**config.mk**
```make
export PLATFORM = sky130hd
export DESIGN_NAME = hdrf_div
export DESIGN_NICKNAME = d
export VERILOG_FILES = /design/src/rtl/hdrf_pkg.sv /design/src/rtl/hdrf_div.sv
export SDC_FILE = /design/constraint.sdc
export NUM_CORES = 1
export LEC_CHECK = 0
export ABC_AREA = 1
export BUFFER_PORTS_ARGS = -buffer_cell sky130_fd_sc_hd__buf_2
export CAP_MARGIN = 10
export CORE_MARGIN = 5
export CORE_UTILIZATION = 55
export DETAILED_ROUTE_END_ITERATION = 6
export PLACE_DENSITY_LB_ADDON = 0.1
export SYNTH_ARGS = -nofsm -noshare
export SYNTH_HDL_FRONTEND = slang
export SYNTH_SLANG_ARGS = --single-unit
```
**constraint.sdc**
```tcl
create_clock -name clk -period 4.79 [get_ports clk]
set_input_delay 0 -clock clk [delete_from_list [all_inputs] [get_ports clk]]
set_output_delay 0 -clock clk [all_outputs]
set_load 0.02 [all_outputs]
```
**src/rtl/hdrf_pkg.sv**
```systemverilog
// ----------------------------------------------------------------------------
// hdrf_pkg
// shared widths, register indexes and helpers for the edge partitioner
// ----------------------------------------------------------------------------
package hdrf_pkg;
	localparam int VTX_W        = 16;
	localparam int VTX_COUNT    = 1 << VTX_W;
	localparam int PART_W       = 4;
	localparam int NUM_PARTS    = 1 << PART_W;
	localparam int DEG_W        = 32;
	localparam int LOAD_W       = 32;
	localparam int FRAC_W       = 12;
	localparam int NUM_W        = LOAD_W + 2 * FRAC_W;
	localparam int DEN_W        = LOAD_W + FRAC_W + 1;
	localparam int DCNT_W       = $clog2(NUM_W);
	localparam int REP_W        = FRAC_W + 2;
	localparam int PROD_W       = 64;
	localparam int SCORE_W      = PROD_W - FRAC_W + 1;
	localparam int BW_W         = 16;
	localparam int EPS_W        = 16;
	localparam int HALF_W       = NUM_W / 2;
	localparam int MULP_W       = BW_W + HALF_W;
	localparam int CFG_IDX_W    = 2;
	localparam int CFG_DATA_W   = 32;

	localparam logic [CFG_IDX_W-1:0] CFG_BALANCE_WEIGHT  = 2'd0;
	localparam logic [CFG_IDX_W-1:0] CFG_LOAD_CAP        = 2'd1;
	localparam logic [CFG_IDX_W-1:0] CFG_BALANCE_EPSILON = 2'd2;

	localparam logic [BW_W-1:0]   BW_RESET   = 16'd4096;
	localparam logic [LOAD_W-1:0] CAP_RESET  = '1;
	localparam logic [EPS_W-1:0]  EPS_RESET  = 16'd4096;
	localparam logic [REP_W-1:0]  REP_FULL   = 14'd8192;

	function automatic logic [31:0] sat_inc(input logic [31:0] v);
		return (v == '1) ? v : v + 32'd1;
	endfunction
endpackage

```
**src/rtl/hdrf_div.sv**
```systemverilog
// ----------------------------------------------------------------------------
// hdrf_div
// restoring divider, one quotient bit per cycle
// ----------------------------------------------------------------------------
module hdrf_div import hdrf_pkg::*; (
	input  logic             clk,
	input  logic             arst_n,
	input  logic             start,
	input  logic [NUM_W-1:0] num,
	input  logic [DEN_W-1:0] den,
	output logic             done,
	output logic [NUM_W-1:0] quo
);
	logic [NUM_W-1:0]  quo_q;
	logic [DEN_W-1:0]  rem_q;
	logic [DEN_W-1:0]  den_q;
	logic [DCNT_W-1:0] cnt_q;
	logic              busy_q;
	logic              done_q;
	logic [DEN_W:0]    rem_sh;
	logic [DEN_W:0]    rem_sub;
	logic              ge;

	assign rem_sh  = {rem_q, quo_q[NUM_W-1]};
	assign rem_sub = rem_sh - {1'b0, den_q};
	assign ge      = rem_sh >= {1'b0, den_q};

	always_ff @(posedge clk or negedge arst_n) begin
		if (!arst_n) begin
			busy_q <= 1'b0;
			done_q <= 1'b0;
			cnt_q  <= '0;
		end else begin
			done_q <= 1'b0;
			if (start) begin
				busy_q <= 1'b1;
				cnt_q  <= DCNT_W'(NUM_W - 1);
			end else if (busy_q) begin
				if (cnt_q == '0) begin
					busy_q <= 1'b0;
					done_q <= 1'b1;
				end else begin
					cnt_q <= cnt_q - 1'b1;
				end
			end
		end
	end

	always_ff @(posedge clk) begin
		if (start) begin
			quo_q <= num;
			rem_q <= '0;
			den_q <= den;
		end else if (busy_q) begin
			rem_q <= ge ? rem_sub[DEN_W-1:0] : rem_sh[DEN_W-1:0];
			quo_q <= {quo_q[NUM_W-2:0], ge};
		end
	end

	assign done = done_q;
	assign quo  = quo_q;
endmodule

```
==> results.py <==
metrics = {
    "outcome": {
        "status": "completed",
    },
    "synth": {
        "synth.yosys.warnings": 0,
        "syn-num-nets": 1637,
        "yosys.area_share.simple_pct": 36.0,
        "synthCells": 1485,
        "synth_compound_area_share_pct": 3.98,
        "synth-seq-area-share_pct": 40.2,
        "synth-xor-area-share_pct": 1.96,
        "synth_adder_area_share_pct": 5.92,
        "async_flop_share_pct": 5.19,
        "synth.distinct_cells": 38,
        "synth_enable_flop_cells": 101,
        "synth_top_family_by_area": "simple AND/OR/NAND/NOR gates",
        "ys.flop_type": "edfxtp_1",
        "ys_ff_latch": 154,
        "netlist_area_mm2": 0.0103,
        "synthMuxAreaShare_pct": 0,
        "synth.avg_cell_area_um2": 6.92,
    },
    "drt": {
        "routed_via_density": 5.04,
        "drc": 0,
        "wirelength_mm": 30.0,
        "route.vias.total": 10000,
        "first_iter_violations": 753,
        "drtAntennaViolNets": 0,
        "routedWlPerCell_um": 15.1,
        "drt_first_pass_iters": 5,
    },
    "power": {
        "p_comb_share_pct": 15.5,
        "power.net_switching_w": 0.000997,
        "p_leak_nw": 6.96,
        "p_int_w": 0.00247,
        "vdd_ir_drop_max_uv": 252,
        "power_frac_seq_pct": 45.0,
        "power.density_mw_per_mm2": 270,
        "p_clk_share_pct": 39.5,
        "p_sw_share_pct": 28.8,
    },
    "cts": {
        "postCtsHoldBufs": 103,
        "root_buffer": "clkbuf_16",
        "cts_tree": "done",
        "insertion_delay_ps": 440,
        "clkSinkCount": 154,
        "post_cts_buffers": 0,
        "clk_pin_slew_ps": 70,
        "ctsResizeCount": 0,
        "cts_buffers": 17,
        "h-tree-depth": 4,
        "clk_path_buf_depth": 2,
    },
    "layout": {
        "area_growth_pct": 24.8,
        "fill_cells": 1527,
        "antennaDiodeCount": 0,
        "layout_common_cells": "nand2_1 (622), inv_1 (263), buf_2 (159)",
        "layout_commonest_cell": "nand2_1",
        "final_area_mm2": 0.0128,
        "drive_gt1_share_pct": 13.6,
        "final_net_count": 1890,
    },
    "place": {
        "globalplace.congestion": 0.961,
        "placed_cell_area_mm2": 0.0112,
        "portBuffers": 160,
        "dpl.hpwl_mm": 21.2,
    },
    "grt": {
        "gr-usage-all-layers_pct": 28.2,
        "grt_pass1_vias": 10000,
        "antenna_found_initial": 0,
        "grt-ovfl-total": 0,
        "grt_max_degree": 61,
        "grt_pass1_wl_mm": 49.1,
    },
    "timing": {
        "worst_pin_slew_ps": 840,
        "setup-tns-final_ps": 0,
        "hold_viol": 0,
        "finalCritPeriodShare_pct": 69.7,
        "rsz0062_at_grt": "false",
        "finalSetupViolCount": 0,
        "maxSlewHeadroom_pct": 43.9,
        "min_period_ps": 3340,
        "skew_ps": 14.6,
        "fmax_mhz": 299,
        "finalMaxSlewViolations": 0,
    },
    "die": {
        "start_util_pct": 55.3,
        "core_mm2": 0.0186,
        "die-height_um": 147,
        "ios": 161,
        "die_x_um": 147,
        "num_rows": 50,
        "dieArea_mm2": 0.0215,
    },
    "job": {
        "drv_cap": 0,
    },
    "setup_path": {
        "required_ps": 5150,
        "cp_max_fo": 48,
        "reg2regPathDepth": 17,
        "endpoint_kind": "flip-flop",
        "setup.worst_path.start_class": "flip-flop",
        "worstSetupPathType": "reg -> reg",
        "crit_arrival_ps": 3700,
    },
    "hold_path": {
        "hold_depth": 1,
        "min_path_type": "in -> reg",
    },
}
## path summary, 6_finish.rpt
kind,start,end,slack (ps)
min in group asynchronous,arst_n,cnt_q[2],540
worst max-delay path,quo[55],rem_q[2],1450
worst min-delay path,start,den_q[18],150
worst max register to register,quo[55],rem_q[2],1450
max in group asynchronous,arst_n,busy_q,3950
worst min register to register,rem_q[26],rem_q[26],480
## cell type report
cell class	count	area, um^2	share of cell area, %
Multi-Input combinational cell	1026	4930	38.4
Sequential cell	154	4130	32.2
Timing Repair Buffer	269	1880	14.6
Inverter	270	1010	7.90
Clock buffer	18	429	3.34
Tap cell	234	293	2.28
Clock inverter	14	155	1.21
## routing by layer
metal  GRT usage [%]  share of wire, %  wire [um]  vias to the layer above
li1                -                 -          -                     5094
met1            37.0                43      13000                     4457
met2            46.5                46      13800                      401
met3            7.09               8.5       2550                       51
met4            7.76               2.1        621                        0
met5               0                 0          0                        -
## critical path, stage by stage, from the launching register on
cell and delay [ps]:
edfxtp_1 390, inv_1 90, ha_1 150, inv_1 70, fa_1 410, nand2_1 90, nand2_1 100, nand3_1 90
nand2_1 110, nand2_1 110, nand2_2 70, nand2_2 70, nand2_2 80, nand2_4 490, nand2_4 490, nand2_1 190
nand3_1 80, o21ai_0 90
## cells in the mapped netlist (4+ instances only)
library cell | instances | area, um^2
a21oi_1 | 38 | 190
buf_2 | 8 | 40.0
buf_6 | 8 | 90.1
clkbuf_1 | 17 | 63.8
dfrtp_1 | 8 | 200
dfxtp_1 | 45 | 901
edfxtp_1 | 101 | 3030
ha_1 | 47 | 588
inv_1 | 264 | 991
inv_2 | 5 | 18.8
nand2_1 | 622 | 2330
nand2_2 | 11 | 68.8
nand3_1 | 100 | 500
nand3_2 | 5 | 50.1
nand3b_1 | 27 | 203
nand4_1 | 8 | 50.1
nor2_1 | 78 | 293
nor2_2 | 8 | 50.1
nor2_4 | 4 | 45.0
nor3_1 | 9 | 45.0
o21ai_0 | 11 | 55.1
o21ai_1 | 13 | 65.1
o21bai_1 | 7 | 52.6
xnor2_1 | 22 | 193
## stage by stage
step	util [%]	power [W]	worst slack [ps]	hold slack (ps)	std cells
after floorplan	-	0.00188	2050	-296	1485
after global placement	60.4	0.00204	1700	-143	1850
after detailed placement	60.4	0.00205	1520	-142	1850
after CTS	69.1	0.00347	1510	144	1985
after global routing	69.1	0.00361	1240	166	1985
final	69.1	0.00347	1450	151	1985
## registers in the layout, summed over array words and instances, names as in the netlist
signal,count
quo,56
den_q,45
rem_q,45
cnt_q,6
busy_q,1
done,1
## cell families after synthesis
| kind of cell | after synthesis |
|---|---|
| flip-flops | 154 |
| AO/OA/AOI/OAI | 75 |
| buffers and inverters | 305 |
| adder cells (fa/ha/maj) | 48 |
| AND/OR/NAND/NOR | 880 |
| XOR/XNOR | 23 |
## power groups by stage
| stage | sequential, W | combinational (W) | clock [W] |
|---|---|---|---|
| after global placement | 0.00158 | 0.000457 | 0 |
| after global routing | 0.00157 | 0.000598 | 0.00144 |
| after detailed placement | 0.00158 | 0.000465 | 0 |
| final | 0.00156 | 0.000539 | 0.00137 |
| after CTS | 0.00156 | 0.000531 | 0.00138 |
| after floorplan | 0.00163 | 0.000242 | 0 |
No activity file was read; power rests on OpenSTA's default activity.
